**config.mk**
```make
export PLATFORM = sky130hd
export DESIGN_NAME = ttva_div_step
export DESIGN_NICKNAME = d
export VERILOG_FILES = /design/src/ttva_pkg.sv /design/src/ttva_div_step.sv
export SDC_FILE = /design/constraint.sdc
export NUM_CORES = 1
export LEC_CHECK = 0
export BUFFER_PORTS_ARGS = -buffer_cell sky130_fd_sc_hd__buf_2
export CORE_MARGIN = 2
export CORE_UTILIZATION = 59
export CTS_CLUSTER_DIAMETER = 50
export DETAILED_ROUTE_END_ITERATION = 10
export GPL_TIMING_DRIVEN = 1
export PLACE_DENSITY = 0.8
export REMOVE_ABC_BUFFERS = 1
export SETUP_SLACK_MARGIN = 0.4
export SLEW_MARGIN = 40
export SYNTH_ARGS = -nofsm -noshare
export SYNTH_HDL_FRONTEND = slang
export SYNTH_SLANG_ARGS = --single-unit
```
**constraint.sdc**
```tcl
create_clock -name clk -period 5.9 [get_ports clk]
set_input_delay 0.295 -clock clk [delete_from_list [all_inputs] [get_ports clk]]
set_output_delay 0.295 -clock clk [all_outputs]
set_load 0.02 [all_outputs]
```
**src/ttva_pkg.sv**
```systemverilog
`default_nettype none
// ----------------------------------------------------------------------------
// Tagged time value ALU package
// Shared widths, arithmetic constants, operation codes and the result word
// that travels between the time-value datapath and the top level.
// ----------------------------------------------------------------------------
package ttva_pkg;

  localparam int SEC_BITS_DEF = 48;
  localparam int NSEC_W       = 31;
  localparam int SER_W        = 58;
  localparam int ORD_W        = 2;
  localparam int OP_W         = 3;

  localparam int ST_N         = 8;
  localparam int TIME_ST      = 4;

  localparam longint NS_PER_SEC = 64'sd1000000000;
  localparam longint NS_PER_MS  = 64'sd1000000;
  localparam longint MS_PER_SEC = 64'sd1000;

  // nanoseconds to milliseconds: exact reciprocal for magnitudes below 2^31
  localparam longint K_NS_MS     = 64'sd2251799814;
  localparam int     NS_MS_SHIFT = 51;
  localparam int     NS_MSQ_W    = 11;
  localparam int     AN_P_W      = 63;

  // milliseconds to seconds: long division, one 20-bit chunk per step
  localparam longint K_MS      = 64'sd1099511628;
  localparam int     MS_SHIFT  = 40;
  localparam int     CHUNK_W   = 20;
  localparam int     REM_W     = 10;
  localparam int     DIV_X_W   = CHUNK_W + REM_W;
  localparam int     DIV_P_W   = 61;
  localparam int     MAG_W     = 3 * CHUNK_W;

  typedef enum logic [OP_W-1:0] {
    OP_ADD         = 3'd0,
    OP_SUB         = 3'd1,
    OP_CMP         = 3'd2,
    OP_TO_MS       = 3'd3,
    OP_FROM_MS_REL = 3'd4,
    OP_FROM_MS_ABS = 3'd5
  } op_t;

  localparam logic [ORD_W-1:0] ORD_LT = 2'b11;
  localparam logic [ORD_W-1:0] ORD_EQ = 2'b00;
  localparam logic [ORD_W-1:0] ORD_GT = 2'b01;

  typedef struct packed {
    logic [NSEC_W-1:0] r_nsec;
    logic [ORD_W-1:0]  order;
    logic [SER_W-1:0]  serial_out;
    logic              error;
  } tv_res_t;

endpackage
`default_nettype wire

```
**src/ttva_div_step.sv**
```systemverilog
`default_nettype none
// ----------------------------------------------------------------------------
// Divide-by-1000 step
// One long-division step: a 30-bit partial dividend is multiplied by the
// reciprocal of 1000 in the first stage, quotient chunk and remainder are
// formed in the second.
// ----------------------------------------------------------------------------
module ttva_div_step (
  input  wire logic                           clk,
  input  wire logic                           en_mul,
  input  wire logic                           en_rem,
  input  wire logic [ttva_pkg::DIV_X_W-1:0]   x,
  output logic      [ttva_pkg::CHUNK_W-1:0]   q,
  output logic      [ttva_pkg::REM_W-1:0]     rem
);
  import ttva_pkg::*;

  logic [DIV_X_W-1:0] xm;
  logic [DIV_P_W-1:0] pm;
  logic [CHUNK_W-1:0] q_next;
  logic [DIV_X_W-1:0] r_full;

  always_ff @(posedge clk) begin
    if (en_mul) begin
      xm <= x;
      pm <= DIV_P_W'(x) * DIV_P_W'(K_MS);
    end
  end

  always_comb begin
    q_next = pm[MS_SHIFT+CHUNK_W-1:MS_SHIFT];
    r_full = xm - DIV_X_W'(q_next) * DIV_X_W'(MS_PER_SEC);
  end

  always_ff @(posedge clk) begin
    if (en_rem) begin
      q   <= q_next;
      rem <= r_full[REM_W-1:0];
    end
  end

endmodule
`default_nettype wire

```
[Word-level counts from Yosys, hierarchy flattened]
Index checks and enable logic that the tools add are counted.
Widths: inputs -> output; s select.
Word-level totals
  output and inout bits: 30
  logic and storage cells: 7
  input bits: 33
  register bits after elaboration: 98
Cells by class
  multipliers: 2
  add/sub/neg operators: 1
Operator list (number)
  $mul 30x29->58 const B: 1
  $mul 20x7->7 const B: 1
  $sub 10x10->10: 1

[Longest topological paths before layout]
  depth in word-level cells: 2
  depth in mapped cells: 25
  gate-level depth less buffers: 24

[Worst setup path before layout]
Ideal clock, no wire load.
  path kind: input -> register
  start: in x[18] (netlist bit)
  end: reg pm[47], data pin
  required time: 5.634 ns
  arrival time: 5.915 ns
  stages: 24
  path slack: -0.281 ns
  cells stage by stage: ha_1 -> fa_1 -> fa_1 -> inv_1 -> fa_1 -> inv_1 -> fa_1 -> inv_1 -> fa_1 -> inv_1 -> fa_1 -> inv_1 -> fa_1 -> inv_1 -> ha_1 -> nand4_1 -> nor2_1 -> a2111oi_0 -> o211ai_1 -> a21oi_1 -> nor3_1 -> a211oi_2 -> o221ai_1 -> xor2_1
On the way
  longest elaborated chain between the ends: 1
RTL lines
  start: declaration: line ttva_div_step.sv:12  | input wire logic [ttva_pkg::DIV_X_W-1:0] x,
  $mul 30x29->58: line ttva_div_step.sv:26  | pm <= DIV_P_W'(x) * DIV_P_W'(K_MS);
  end signal: assignment: line ttva_div_step.sv:26
  end: declaration: line ttva_div_step.sv:19  | logic [DIV_P_W-1:0] pm;
No other way between the ends.
A chain may end at the register's enable or synchronous reset.

[Final worst setup path]
  start: in x[9] (netlist bit)
  end: reg pm[52], data pin
Same word-level chain as after synthesis.

==> results.txt <==
----------------------------------------------------
[Floorplan]
  Die width ... between 150 and 200 um
  Initial standard-cell utilization of the core ... approximately three fifths
  Die boundary height ... around 170 um
  Standard-cell row count ... 60
  Floorplan Core Area ... around 27000 um^2
  Full die area ... ~28000 um^2
  I/O pin count ... 63

[Final layout]
  Final standard cell area without fillers ... 20040 um^2
  Area Growth Syn to Fin ... 25.11%
  Layout net count ... about 2500
  Count of fill cells added during filler insertion ... between 1500 and 2000
  Fraction of layout instances using a drive strength above 1 ... 25.51%
  Count of antenna diodes in the layout ... 0

[Clock tree]
  Total number of H-tree levels ... 3
  Latest clock arrival within the worst-skew pair ... between 0.3 and 0.4 ns
  TritonCTS clock tree ... built
  Sinks on Clock Net ... 60
  Hold bufs inserted after CTS ... 0
  Root buffer cell ... clkbuf_16
  Bufs on Longest Clock Path ... 2
  Number of CTS-inserted buffers ... 9
  Clock input transition at the sequential cells of the worst setup and hold paths ... 0.06 ns

[Hold path]
  Class of the tightest hold or removal check ... input pin to register
  Hold path depth ... 2

[Setup path]
  Critical path endpoint category ... register
  Max FO, Critical Path ... 6
  R2R depth ... 11
  Required time at the endpoint of the critical path ... around 6.0 ns
  Setup CP Type ... input pin to register
  Arrival time of the worst setup path ... 6.31 ns
  Crit path launch type ... input pin

[Timing]
  Min Clock Period, post-route ... roughly 6.2 ns
  Slew @ Worst Pin ... slightly above 0.7 ns
  Worst slew margin relative to its limit ... between 50% and 60%
  Maximum clock frequency ... 0.1607 GHz
  Final count of hold timing violations ... 0
  Final count of pins violating max slew ... 0
  Hold slack ... approximately 0.32 ns
  Final clock skew ... approximately 0.0065 ns
  Setup violators final ... 18
  RSZ-0062 raised after global routing ... yes
  Period Utilization, post-route ... 105.5%
  Worst setup slack after layout ... -0.3227 ns

[Synthesis]
  Combinational family with the most area after synthesis ... adder cells
  Simple-gate portion of the synthesized area ... 3.125%
  Flip-flop cell with the highest count after synthesis ... edfxtp_1
  Register bit count reported by yosys ... 60
  Share of async-settable or async-resettable flops after synthesis ... 0%
  Post-Syn Area per Cell ... 10.41 um^2
  Synth area leaders ... fa_1, ha_1, inv_1
  Number of enable flip-flop cells after synthesis ... 60
  Library cells used by synthesis ... 53
  Share of synthesized cell area in full adder, half adder and majority cells ... approximately 65%
  Mux share of post-synthesis cell area ... 0%
  Summed instance area of the synthesized netlist ... between 15000 and 20000 um^2
  Largest area contributor in the netlist ... fa_1
  Yosys Warn Count ... 0
  Area share of xor/xnor cells in the synthesized design ... slightly above 2%
  Mapped Cells ... 1539
  Share of synthesized area occupied by flip-flops and latches ... roughly 11%
  Compound-gate portion of the synthesized area ... 5.554%
  Post-synth top area share ... around a third

[Drt]
  First-pass detailed-route iteration total ... 5
  1st-iter DRT viols ... between 700 and 800
  Via count ... ~12000
  Detailed-route vias per instance ... between 5 and 6
  Final Routed Wirelength ... around 44000 um
  Per-cell routed wire length ... around 20 um
  Remaining DRCs ... 0
  Count of antenna-violating nets left after detailed routing ... 0

[Run]
  Count of max-cap constraint violations ... 0

[Placement]
  Number of port buffers ... just over 60
  Post-detailed-placement half-perimeter wirelength ... ~36000 um
  Pre-CTS WS ... -0.9303 ns
  Instance area at placement ... about 18000 um^2
  Placer Congestion ... between 0.9 and 1

[Status]
  Failing checks ... setup timing
  Run status ... finished, violations left

[Global route]
  Global-route wire length before repair ... about 71000 um
  Antenna violations before repair ... 0
  Overall Global Routing Usage ... around 33%
  Via count of the first global-routing pass ... 13840
  Largest net degree at the start of global routing ... 31
  Leftover overflow at the end of global routing ... 0

----------------------------------------------------
## layout make-up
type	count	area, um^2	share of cell area (%)
Timing Repair Buffer	275	2178	10.87
Sequential cell	60	1802	8.991
Clock inverter	7	98.84	0.4933
Clock buffer	9	225.2	1.124
Multi-Input combinational cell	940	13300	66.35
Inverter	536	2012	10.04
Tap cell	341	426.7	2.129
## path summary, 6_finish.rpt
check / start / to / slack, ns
min: x[8] / xm[8] / 0.32
min reg2reg: xm[1] / rem[1] / 0.41
max: x[9] / pm[52] / -0.32
max reg2reg: pm[40] / rem[9] / 2.25
## cell usage after synthesis, types with 2 or more instances
master	number
nand2b_1	4
fa_1	280
nand4_1	10
xor2_1	14
nor2b_1	5
nor3_1	11
nor2_1	13
a21o_1	12
o21ai_1	2
inv_1	536
a211oi_1	5
a211o_1	2
a21oi_1	53
clkbuf_2	2
o21bai_1	2
edfxtp_1	60
a2111oi_0	2
o21ai_2	2
o211ai_1	4
o21ai_0	29
xnor2_1	23
o21a_1	6
nand3_1	11
a31oi_1	2
ha_1	389
nand2_1	33
## flip-flops by register name, summed over array words and instances, names as in the netlist
signal and cells:
rem 10, q 20, pm 20, xm 10
## cell families after synthesis
logic type                 Yosys count
AOI/OAI and AO/OA                  138
xor gates and xnor gates            37
adders and majority gates          669
buffers and inverters              539
DFF                                 60
and+or+nand+nor                     96
## repair_timing
action / CTS / global route
endpoints found under the setup margin: 20 / 20
pin swaps: 95 / 40
buffers inserted: 20 / 9
gates resized for setup: 213 / 47
gates cloned: 0 / 0
endpoints found under the hold margin: 0 / 0
## critical path, stage by stage
cell      delay (ns)
buf_4           0.19
ha_4            0.23
fa_1            0.40
fa_1            0.49
inv_1           0.05
fa_1            0.47
inv_1           0.05
fa_1            0.47
fa_1            0.50
fa_1            0.50
inv_1           0.05
fa_1            0.51
inv_1           0.09
ha_4            0.29
nand4_1         0.18
nor3_4          0.18
o211ai_1        0.16
a21o_2          0.29
a31oi_4         0.29
buf_4           0.17
o21ai_2         0.06
nand2b_1        0.14
a21oi_1         0.09
xnor2_1         0.13
## routing by layer
layer | part of all wire, % | vias up | GRT usage [%] | wire length, um
met5 | 0 | - | 0 | 0
met1 | 39 | 5900 | 40.04 | 17280
met3 | 7.5 | 169 | 7.505 | 3332
met2 | 48 | 485 | 56.59 | 21350
li1 | - | 5352 | - | -
met4 | 5.3 | 0 | 15.03 | 2350
## metrics by stage
stage | utilization (%) | TNS (ns) | instances
after detailed placement | 67.75 | -15.63 | 2123
after CTS | 73.92 | -1.373 | 2159
after floorplan | - | -1.939 | 1536
final | 74.77 | -3.118 | 2168
after global placement | 67.75 | -13.05 | 2123
after global routing | 74.77 | -6.218 | 2168
## cells in the final DEF (no fill, tap or decap), types with 5 or more instances in the layout
| cell | synthesis | routed |
|---|---|---|
| o21ai_2 | 2 | 8 |
| nand2_2 | 0 | 7 |
| o21a_1 | 6 | 6 |
| edfxtp_1 | 60 | 60 |
| ha_4 | 0 | 60 |
| xnor2_1 | 23 | 21 |
| fa_1 | 280 | 261 |
| inv_1 | 536 | 508 |
| o21ai_0 | 29 | 16 |
| buf_6 | 0 | 29 |
| nor3_1 | 11 | 6 |
| fa_2 | 0 | 19 |
| ha_2 | 0 | 5 |
| nor2_1 | 13 | 12 |
| ha_1 | 389 | 324 |
| buf_12 | 0 | 8 |
| a211oi_1 | 5 | 5 |
| clkbuf_16 | 0 | 9 |
| buf_2 | 0 | 44 |
| a21o_1 | 12 | 12 |
| a21oi_1 | 53 | 38 |
| nand2_1 | 33 | 23 |
| nand4_1 | 10 | 10 |
| xor2_1 | 14 | 14 |
| buf_4 | 0 | 192 |
| o21ai_1 | 2 | 8 |
| inv_2 | 0 | 28 |
| nand3_1 | 11 | 11 |
| a21oi_2 | 0 | 11 |
Power is not shown: default switching activity piles up to over one toggle a cycle in this logic, so the estimate is an artifact.
