**config.mk**
```make
export PLATFORM = sky130hd
export DESIGN_NAME = ttva_time
export DESIGN_NICKNAME = d
export VERILOG_FILES = /design/src/ttva_pkg.sv /design/src/ttva_time.sv
export SDC_FILE = /design/constraint.sdc
export NUM_CORES = 2
export LEC_CHECK = 0
export BUFFER_PORTS_ARGS = -buffer_cell sky130_fd_sc_hd__buf_2
export CORE_UTILIZATION = 58
export CTS_CLUSTER_SIZE = 12
export DETAILED_ROUTE_END_ITERATION = 8
export GPL_TIMING_DRIVEN = 0
export PLACE_DENSITY = 0.79
export SYNTH_ARGS = -nofsm -noshare
export SYNTH_HDL_FRONTEND = slang
export SYNTH_SLANG_ARGS = --single-unit
```
**constraint.sdc**
```tcl
create_clock -name clk -period 7.2 [get_ports clk]
set_clock_uncertainty 0.15 [all_clocks]
set_input_delay 0.72 -clock clk [delete_from_list [all_inputs] [get_ports clk]]
set_output_delay 0.72 -clock clk [all_outputs]
set_load 0.05 [all_outputs]
```
**src/ttva_pkg.sv**
```systemverilog
`default_nettype none
// ----------------------------------------------------------------------------
// Tagged time value ALU package
// Shared widths, arithmetic constants, operation codes and the result word
// that travels between the time-value datapath and the top level.
// ----------------------------------------------------------------------------
package ttva_pkg;

  localparam int SEC_BITS_DEF = 48;
  localparam int NSEC_W       = 31;
  localparam int SER_W        = 58;
  localparam int ORD_W        = 2;
  localparam int OP_W         = 3;

  localparam int ST_N         = 8;
  localparam int TIME_ST      = 4;

  localparam longint NS_PER_SEC = 64'sd1000000000;
  localparam longint NS_PER_MS  = 64'sd1000000;
  localparam longint MS_PER_SEC = 64'sd1000;

  // nanoseconds to milliseconds: exact reciprocal for magnitudes below 2^31
  localparam longint K_NS_MS     = 64'sd2251799814;
  localparam int     NS_MS_SHIFT = 51;
  localparam int     NS_MSQ_W    = 11;
  localparam int     AN_P_W      = 63;

  // milliseconds to seconds: long division, one 20-bit chunk per step
  localparam longint K_MS      = 64'sd1099511628;
  localparam int     MS_SHIFT  = 40;
  localparam int     CHUNK_W   = 20;
  localparam int     REM_W     = 10;
  localparam int     DIV_X_W   = CHUNK_W + REM_W;
  localparam int     DIV_P_W   = 61;
  localparam int     MAG_W     = 3 * CHUNK_W;

  typedef enum logic [OP_W-1:0] {
    OP_ADD         = 3'd0,
    OP_SUB         = 3'd1,
    OP_CMP         = 3'd2,
    OP_TO_MS       = 3'd3,
    OP_FROM_MS_REL = 3'd4,
    OP_FROM_MS_ABS = 3'd5
  } op_t;

  localparam logic [ORD_W-1:0] ORD_LT = 2'b11;
  localparam logic [ORD_W-1:0] ORD_EQ = 2'b00;
  localparam logic [ORD_W-1:0] ORD_GT = 2'b01;

  typedef struct packed {
    logic [NSEC_W-1:0] r_nsec;
    logic [ORD_W-1:0]  order;
    logic [SER_W-1:0]  serial_out;
    logic              error;
  } tv_res_t;

endpackage
`default_nettype wire

```
**src/ttva_time.sv**
```systemverilog
`default_nettype none
// ----------------------------------------------------------------------------
// Time value datapath
// Add, subtract, compare and to-milliseconds over four register stages:
// raw sums, coarse renormalisation, sign fix-up, result select.
// ----------------------------------------------------------------------------
module ttva_time #(
  parameter int SEC_BITS = ttva_pkg::SEC_BITS_DEF
) (
  input  wire logic                               clk,
  input  wire logic [ttva_pkg::TIME_ST-1:0]       adv,
  input  wire logic [ttva_pkg::OP_W-1:0]          op,
  input  wire logic signed [SEC_BITS-1:0]         a_sec,
  input  wire logic signed [ttva_pkg::NSEC_W-1:0] a_nsec,
  input  wire logic signed [SEC_BITS-1:0]         b_sec,
  input  wire logic signed [ttva_pkg::NSEC_W-1:0] b_nsec,
  output logic      [SEC_BITS-1:0]                r_sec,
  output ttva_pkg::tv_res_t                       res
);
  import ttva_pkg::*;

  localparam int SW  = SEC_BITS;
  localparam int SOW = (SEC_BITS + 11 > SER_W + 1) ? SEC_BITS + 11 : SER_W + 1;
  localparam logic signed [NSEC_W:0]   E9W   = (NSEC_W+1)'(NS_PER_SEC);
  localparam logic signed [NSEC_W:0]   E9X2  = (NSEC_W+1)'(2 * NS_PER_SEC);
  localparam logic signed [NSEC_W-1:0] E9    = NSEC_W'(NS_PER_SEC);
  localparam logic signed [SW+1:0]     ONE_S = (SW+2)'(1);

  // stage 0
  logic               a_rel, b_rel;
  logic signed [NSEC_W:0] an_x, bn_e, sum_n, dif_n, rn_n;
  logic signed [SW:0]     as_x, bs_x, rs_n;
  logic               errk_n;
  logic signed [SOW-1:0]  asw;

  logic [OP_W-1:0]        op_s0;
  logic signed [NSEC_W:0] rn_s0;
  logic signed [SW:0]     rs_s0;
  logic                   errk_s0, slt_s0, seq_s0, nlt_s0, neq_s0, aneg_s0;
  logic [NSEC_W-1:0]      amag_s0;
  logic signed [SOW-1:0]  p1_s0;
  logic signed [SW-1:0]   asec_s0;

  always_comb begin
    a_rel  = a_nsec[0];
    b_rel  = b_nsec[0];
    an_x   = {a_nsec[NSEC_W-1], a_nsec};
    bn_e   = {b_nsec[NSEC_W-1], b_nsec[NSEC_W-1:1], 1'b0};
    sum_n  = an_x + bn_e;
    dif_n  = an_x - bn_e;
    as_x   = {a_sec[SW-1], a_sec};
    bs_x   = {b_sec[SW-1], b_sec};
    asw    = {{(SOW-SW){a_sec[SW-1]}}, a_sec};
    rn_n   = sum_n;
    rs_n   = as_x + bs_x;
    errk_n = 1'b0;
    case (op_t'(op))
      OP_ADD: begin
        rn_n   = b_rel ? sum_n : {sum_n[NSEC_W:1], 1'b0};
        errk_n = !a_rel && !b_rel;
      end
      OP_SUB: begin
        rn_n   = b_rel ? dif_n : {dif_n[NSEC_W:1], 1'b1};
        rs_n   = as_x - bs_x;
        errk_n = a_rel && !b_rel;
      end
      OP_CMP: errk_n = a_rel ^ b_rel;
      default: ;
    endcase
  end

  always_ff @(posedge clk) begin
    if (adv[0]) begin
      op_s0   <= op;
      rn_s0   <= rn_n;
      rs_s0   <= rs_n;
      errk_s0 <= errk_n;
      slt_s0  <= a_sec < b_sec;
      seq_s0  <= a_sec == b_sec;
      nlt_s0  <= a_nsec < b_nsec;
      neq_s0  <= a_nsec == b_nsec;
      aneg_s0 <= a_nsec[NSEC_W-1];
      amag_s0 <= a_nsec[NSEC_W-1] ? NSEC_W'(-a_nsec) : NSEC_W'(a_nsec);
      p1_s0   <= (asw <<< 10) - (asw <<< 4);
      asec_s0 <= a_sec;
    end
  end

  // stage 1
  logic signed [NSEC_W:0]   rn1_n;
  logic signed [2:0]        qadj;
  logic signed [SOW-1:0]    asw1;

  logic [OP_W-1:0]          op_s1;
  logic signed [SW+1:0]     rs_s1;
  logic signed [NSEC_W-1:0] rn_s1;
  logic                     errk_s1, slt_s1, seq_s1, nlt_s1, neq_s1, aneg_s1;
  logic [AN_P_W-1:0]        prod_s1;
  logic signed [SOW-1:0]    a1000_s1;

  always_comb begin
    asw1 = {{(SOW-SW){asec_s0[SW-1]}}, asec_s0};
    if (rn_s0 >= E9X2) begin
      rn1_n = rn_s0 - E9X2;
      qadj  = 3'sd2;
    end else if (rn_s0 >= E9W) begin
      rn1_n = rn_s0 - E9W;
      qadj  = 3'sd1;
    end else if (rn_s0 <= -E9X2) begin
      rn1_n = rn_s0 + E9X2;
      qadj  = -3'sd2;
    end else if (rn_s0 <= -E9W) begin
      rn1_n = rn_s0 + E9W;
      qadj  = -3'sd1;
    end else begin
      rn1_n = rn_s0;
      qadj  = 3'sd0;
    end
  end

  always_ff @(posedge clk) begin
    if (adv[1]) begin
      op_s1    <= op_s0;
      rs_s1    <= {rs_s0[SW], rs_s0} + {{(SW-1){qadj[2]}}, qadj};
      rn_s1    <= rn1_n[NSEC_W-1:0];
      errk_s1  <= errk_s0;
      slt_s1   <= slt_s0;
      seq_s1   <= seq_s0;
      nlt_s1   <= nlt_s0;
      neq_s1   <= neq_s0;
      aneg_s1  <= aneg_s0;
      prod_s1  <= AN_P_W'(amag_s0) * AN_P_W'(K_NS_MS);
      a1000_s1 <= p1_s0 - (asw1 <<< 3);
    end
  end

  // stage 2
  logic                     rs_pos, rn_pos;
  logic signed [SW+1:0]     rs2_n;
  logic signed [NSEC_W-1:0] rn2_n;
  logic [NS_MSQ_W-1:0]      anq;
  logic [ORD_W-1:0]         ord_n;

  logic [OP_W-1:0]          op_s2;
  logic signed [SW+1:0]     rs_s2;
  logic signed [NSEC_W-1:0] rn_s2;
  logic                     errk_s2, errt_s2;
  logic signed [NS_MSQ_W:0] anqs_s2;
  logic signed [SOW-1:0]    a1000_s2;
  logic [ORD_W-1:0]         ord_s2;

  always_comb begin
    rs_pos = !rs_s1[SW+1] && (rs_s1 != '0);
    rn_pos = !rn_s1[NSEC_W-1] && (rn_s1 != '0);
    rs2_n  = rs_s1;
    rn2_n  = rn_s1;
    if (rs_pos && rn_s1[NSEC_W-1]) begin
      rn2_n = rn_s1 + E9;
      rs2_n = rs_s1 - ONE_S;
    end else if (rs_s1[SW+1] && rn_pos) begin
      rn2_n = rn_s1 - E9;
      rs2_n = rs_s1 + ONE_S;
    end
    anq   = prod_s1[NS_MS_SHIFT+NS_MSQ_W-1:NS_MS_SHIFT];
    ord_n = ORD_EQ;
    if (!seq_s1) begin
      ord_n = slt_s1 ? ORD_LT : ORD_GT;
    end else if (!neq_s1) begin
      ord_n = nlt_s1 ? ORD_LT : ORD_GT;
    end
  end

  always_ff @(posedge clk) begin
    if (adv[2]) begin
      op_s2    <= op_s1;
      rs_s2    <= rs2_n;
      rn_s2    <= rn2_n;
      errk_s2  <= errk_s1;
      errt_s2  <= (!rn2_n[0] && (rs2_n[SW+1] || rn2_n[NSEC_W-1])) ||
                  !((&rs2_n[SW+1:SW-1]) || !(|rs2_n[SW+1:SW-1]));
      anqs_s2  <= aneg_s1 ? -$signed({1'b0, anq}) : $signed({1'b0, anq});
      a1000_s2 <= a1000_s1;
      ord_s2   <= ord_n;
    end
  end

  // stage 3
  logic signed [SOW-1:0] so_full;
  logic                  err_so;
  logic [SW-1:0]         rsec_n;
  tv_res_t               res_n;

  always_comb begin
    so_full = a1000_s2 + {{(SOW-NS_MSQ_W-1){anqs_s2[NS_MSQ_W]}}, anqs_s2};
    err_so  = !((&so_full[SOW-1:SER_W-1]) || !(|so_full[SOW-1:SER_W-1]));
    rsec_n  = '0;
    res_n   = '0;
    case (op_t'(op_s2))
      OP_ADD, OP_SUB: begin
        rsec_n       = rs_s2[SW-1:0];
        res_n.r_nsec = rn_s2;
        res_n.error  = errk_s2 || errt_s2;
      end
      OP_CMP: begin
        res_n.order = ord_s2;
        res_n.error = errk_s2;
      end
      OP_TO_MS: begin
        res_n.serial_out = so_full[SER_W-1:0];
        res_n.error      = err_so;
      end
      OP_FROM_MS_REL, OP_FROM_MS_ABS: ;
      default: res_n.error = 1'b1;
    endcase
  end

  always_ff @(posedge clk) begin
    if (adv[3]) begin
      r_sec <= rsec_n;
      res   <= res_n;
    end
  end

endmodule
`default_nettype wire

```
Yosys cells after proc, flatten, opt, wreduce, memory -nomap -nowiden
Cells that the tools add are included.
Operators by class
  bitwise logic cells: 1
  reduce and logical (&&, ||, !) cells: 31
  $mul: 1
  mux-type cells: 24
  equal/unequal tests: 9
  magnitude comparators: 6
  $add $sub $neg: 18
Operators with widths (count)
  $mux 31: 6
  $mux 50: 2
  $pmux 32 s2: 1
  $add 31x31->31 const B: 2
  $sub 31x31->31 const B: 2
  $mul 31x31->61 const B: 1
  $add 59x59->59: 1
  $sub 58x52->59: 1
  $sub 59x51->59: 1
  $add 49x3->50: 1
  $add 50x2->50 const B: 1
  $reduce_bool 50->1: 1
  $sub 50x2->50 const B: 1
  $add 48x48->49: 1
  $mux 49: 1
  $sub 48x48->49: 1
  $eq 48x48->1: 1
  $lt 48x48->1: 1
  $add 31x31->32: 1
  $ge 32x31->1 const B: 1
  $ge 32x32->1 const B: 1
  $le 32x31->1 const B: 1
  $le 32x32->1 const B: 1
  $sub 31x31->32: 1
  other kinds (26): 58
Storage, ports and cells
  word-level logic and storage cells: 128
  register bits: 735
  output and inout bits: 140

Longest topological paths before layout
  depth in word-level cells: 10
  gate-level depth with buffers: 28
  gate-level depth less buffers: 28

Worst setup path before layout
OpenSTA, ideal clock, no wires.
  path type: reg2reg
  from: register amag_s0[15]
  to: register prod_s1[61], data pin
  stages on the path, launching flop included: 25
  period minus slack after synthesis: 7.487 ns
  data arrival time: 7.077 ns
  setup slack: -0.287 ns
  path through: edfxtp_1 -> inv_1 -> fa_1 -> fa_1 -> fa_1 -> fa_1 -> inv_1 -> fa_1 -> fa_1 -> fa_1 -> inv_1 -> fa_1 -> inv_1 -> ha_1 -> a21o_1 -> a21o_1 -> a21o_1 -> a2111oi_0 -> o31a_1 -> o21ai_0 -> a211oi_1 -> o21bai_1 -> a21o_1 -> a21oi_1 -> xnor2_1
Between the ends
  word-level cells in the longest chain between the ends: 1
Ends and longest elaborated chain
  start, declared: line ttva_time.sv:40  | logic [NSEC_W-1:0] amag_s0;
  start signal, assigned: line ttva_time.sv:83  | amag_s0 <= a_nsec[NSEC_W-1] ? NSEC_W'(-a_nsec) : NSEC_W'(a_nsec);
  $mul 31x31->61: line ttva_time.sv:132  | prod_s1 <= AN_P_W'(amag_s0) * AN_P_W'(K_NS_MS);
  end signal, assigned: line ttva_time.sv:132
  end, declared: line ttva_time.sv:98  | logic [AN_P_W-1:0] prod_s1;
No other way between the ends.
A chain may end at the register's enable or synchronous reset.

Worst setup path in the final report
  from: register amag_s0[24]
  to: register prod_s1[60], data pin
The elaborated chain is that of the path after synthesis.

==> results by group <==
Finish
  – Layout Utilization: 0.657
  – Final cell count without fillers: 8,067
  – Final instance area: 68,300 sq um
  – P&R area growth vs syn: 11.8%
  – Fill count: between 8,000 and 9,000
  – Final net count: about 7,900
  – Layout cell share with drive strength beyond 1: 0.106

Place
  – Placer Congestion: approximately 0.98
  – Post-DP HPWL: 149 mm
  – Pre-CTS WS: -1.28 ns
  – I/O Buffers: a little over 300
  – Placed cell area: around 65,000 sq um
  – Dpl cells: between 7,000 and 8,000

Clock network
  – Hold Buf Count CTS: 0
  – H-tree depth: 3
  – Clock Pin Slew Worst Setup and Hold Paths: about 0.06 ns
  – Clock latency on the worst-skew pair: around 0.67 ns
  – Longest Clk Path Bufs: 3
  – Clock Root Buffer: clkbuf_16
  – Cts bufs inserted: 74
  – TritonCTS clock tree: done
  – Clock sinks: 674

Setup path
  – Max FO, Critical Path: 4
  – Reg-to-Reg Start: amag_s0[24]
  – R2R cell count: 24
  – Max stage delay on crit path: roughly 0.60 ns
  – CP max-delay cell: fa_2
  – Crit path depth: 24
  – Critical path class: reg2reg
  – Top cell by count, worst path: fa_1
  – CP Buf/Inv Count: 5
  – Worst Setup End Kind: flip-flop
  – Crit path launch type: flip-flop
  – Setup slack, reg-to-reg: -0.54 ns
  – Setup crit start: amag_s0[24]
  – CP top delay family: adder cells
  – Worst Path Arrival: approximately 8.0 ns
  – Worst-path cell chain: inv_2, fa_1, inv_1, fa_1, inv_1, fa_1, fa_1, inv_1, fa_1, fa_2, fa_2, ha_2, ha_1, a21o_1, a21oi_2, o211ai_1, a2111oi_4, o31a_1, o21ai_4, a211oi_2, o21bai_1, a21o_1, buf_4, xor2_2
  – Worst r2r dst: prod_s1[60]
  – Crit path to: prod_s1[60]
  – Required time of the critical path: roughly 7.5 ns

Synth
  – #FFs+latches synth: 674
  – EDFF count, synth: 674
  – Post-synth net total: between 7,000 and 8,000
  – Mean Syn Cell Area: 9.91 sq um
  – Post-synth ARST share: 0
  – Top-count cell post-synth: inv_1
  – Cell Area, Synth: between 60,000 and 70,000 sq um
  – Synth area leaders: edfxtp_1 33%, ha_1 15%, fa_1 12%, inv_1 5.5%, xnor2_1 4.0%
  – Cell taking the most area after synthesis: edfxtp_1
  – Top post-synthesis cells by count: 899 x inv_1, 743 x ha_1, 674 x edfxtp_1
  – Yosys cell types: a little under 90
  – Yosys warns: 0
  – Post-synth top area share: 0.332
  – Sequential cell area fraction in the yosys report: 0.332
  – Synthesized instance count: just over 6,000
  – Ys flop type: edfxtp_1

Routing
  – Total Wirelength: roughly 190 mm
  – Total number of vias: around 50,000
  – Post-DRT Antenna Nets: 0
  – Pre-antenna DRT Iters: 8
  – DRC: 0
  – Wire per inst: around 24 microns
  – 1st-iter DRT viols: around 5,300
  – Via density: around 6.2

Timing
  – Final Setup Violations: 11
  – Worst Tran Pin Value: around 1.3 ns
  – Fin. max-slew vios: 0
  – Maximum clock frequency: approximately 130 MHz
  – Crit path time final: slightly below 8 ns
  – Unrepaired setup endpoints after global routing: yes
  – Fin worst setup slack: -0.544 ns
  – Fin crit share: 1.08
  – Slew headroom: 0.128
  – Final Hold Fails: 0

GRT
  – Initial antenna violation count: 14
  – Largest net degree at the start of global routing: roughly 110
  – Gr ovfl total: 0
  – First-pass GRT wire length: 282 mm
  – Total GRT Usage: 0.349
  – Number of global-route vias before repair: between 40,000 and 50,000

Floorplanning
  – IO Pins: between 300 and 400
  – # rows: ~120
  – Die area: between 100,000 and 150,000 sq um
  – Chip height: roughly 330 microns
  – DIE WIDTH: about 330 microns
  – Starting Density: 0.587
  – Core area: between 100,000 and 150,000 sq um

Run
  – Max_cap viols: 0

Worst hold path
  – Worst hold-check path type: in2reg

Run status
  – Status: finished with violations
  – Failing checks: setup timing
==> state kept, by name, summed over array words and instances (netlist names), 2 cells and up <==
| name | count |
|---|---|
| rs_s1 | 50 |
| rn_s0 | 32 |
| op_s2 | 3 |
| a1000_s1 | 56 |
| op_s1 | 3 |
| op_s0 | 3 |
| asec_s0 | 48 |
| ord_s2 | 2 |
| amag_s0 | 31 |
| rn_s1 | 31 |
| p1_s0 | 54 |
| a1000_s2 | 56 |
| anqs_s2 | 12 |
| rs_s0 | 49 |
| res | 92 |
| rn_s2 | 31 |
| rs_s2 | 48 |
| prod_s1 | 11 |
| r_sec | 48 |
==> cell type report <==
class,instances,area [sq um],share of cell area
plain buffers,182,692,0.0101
clock buffers,89,1930,0.0283
repair buffers,402,2490,0.0365
repair inverters,1,5.00,0.0000733
clock inverters,34,350,0.00513
well taps,1380,1730,0.0253
inverters,901,3410,0.0499
multi-input cells,4401,37400,0.548
diodes,3,7.51,0.000110
flip-flops and latches,674,20200,0.296
==> stage by stage <==
step	hold slack (ns)	setup TNS, ns
2_1_floorplan	0.250	0
3_3_place_gp	0.253	-37.62
3_5_place_dp	0.255	-14.82
4_1_cts	0.0811	-0.677
5_1_grt	0.103	-4.36
6_report	0.115	-3.05
==> routing by layer <==
| layer | GRT usage | vias to the layer above | wire (microns) |
|---|---|---|---|
| li1 | - | 22600 | - |
| met1 | 0.493 | 23900 | 78500 |
| met2 | 0.522 | 2873 | 81800 |
| met3 | 0.0687 | 574 | 20500 |
| met4 | 0.151 | 6 | 10700 |
| met5 | 0 | - | 37 |
==> logic make-up (layout without fill, tap and decap cells) <==
logic type	after synthesis	count (layout)	share of synthesized area
simple gates	1364	1364	0.111
fa+ha+maj	1104	1104	0.271
other cells	0	3	0
compound gates	1495	1495	0.157
mux	10	10	0.00166
flops	674	674	0.332
buf+inv	1083	1609	0.0667
xor+xnor	428	428	0.0616
==> repair_timing <==
action | in CTS | in global routing
resized for setup | 92 | 95
gates cloned | 1 | 0
pin swaps | 63 | 68
endpoints found under the setup margin | 31 | 22
buffers inserted | 72 | 20
==> cells in the final DEF (no fill, tap or decap), drive strengths merged, types with 55 or more instances in the layout <==
master | netlist | layout
inv | 899 | 901
ha | 743 | 743
edfxtp | 674 | 674
a21oi | 484 | 484
buf | 14 | 416
fa | 361 | 361
nor2 | 358 | 358
nand2 | 290 | 290
o21ai | 280 | 280
xnor2 | 277 | 277
clkbuf | 168 | 257
a21o | 182 | 182
xor2 | 150 | 150
nand3 | 113 | 113
and2 | 102 | 102
nor3 | 88 | 88
o21bai | 81 | 81
nand4 | 77 | 77
a31oi | 69 | 69
nor4 | 55 | 55
==> how the worst min path moves through the flow <==
stage / startpoint / endpoint / slack [ns] / depth (start not counted)
after floorplan: a1000_s1[10] / a1000_s2[10] / 0.25 / 0
after global placement: slt_s0 / slt_s1 / 0.25 / 0
after detailed placement: a1000_s1[17] / a1000_s2[17] / 0.25 / 0
final: op[2] / op_s0[2] / 0.12 / 1
after CTS: op[2] / op_s0[2] / 0.08 / 1
after global routing: op[2] / op_s0[2] / 0.10 / 1
Power is not shown: default switching activity piles up to over one toggle a cycle in this logic, so the estimate is an artifact.
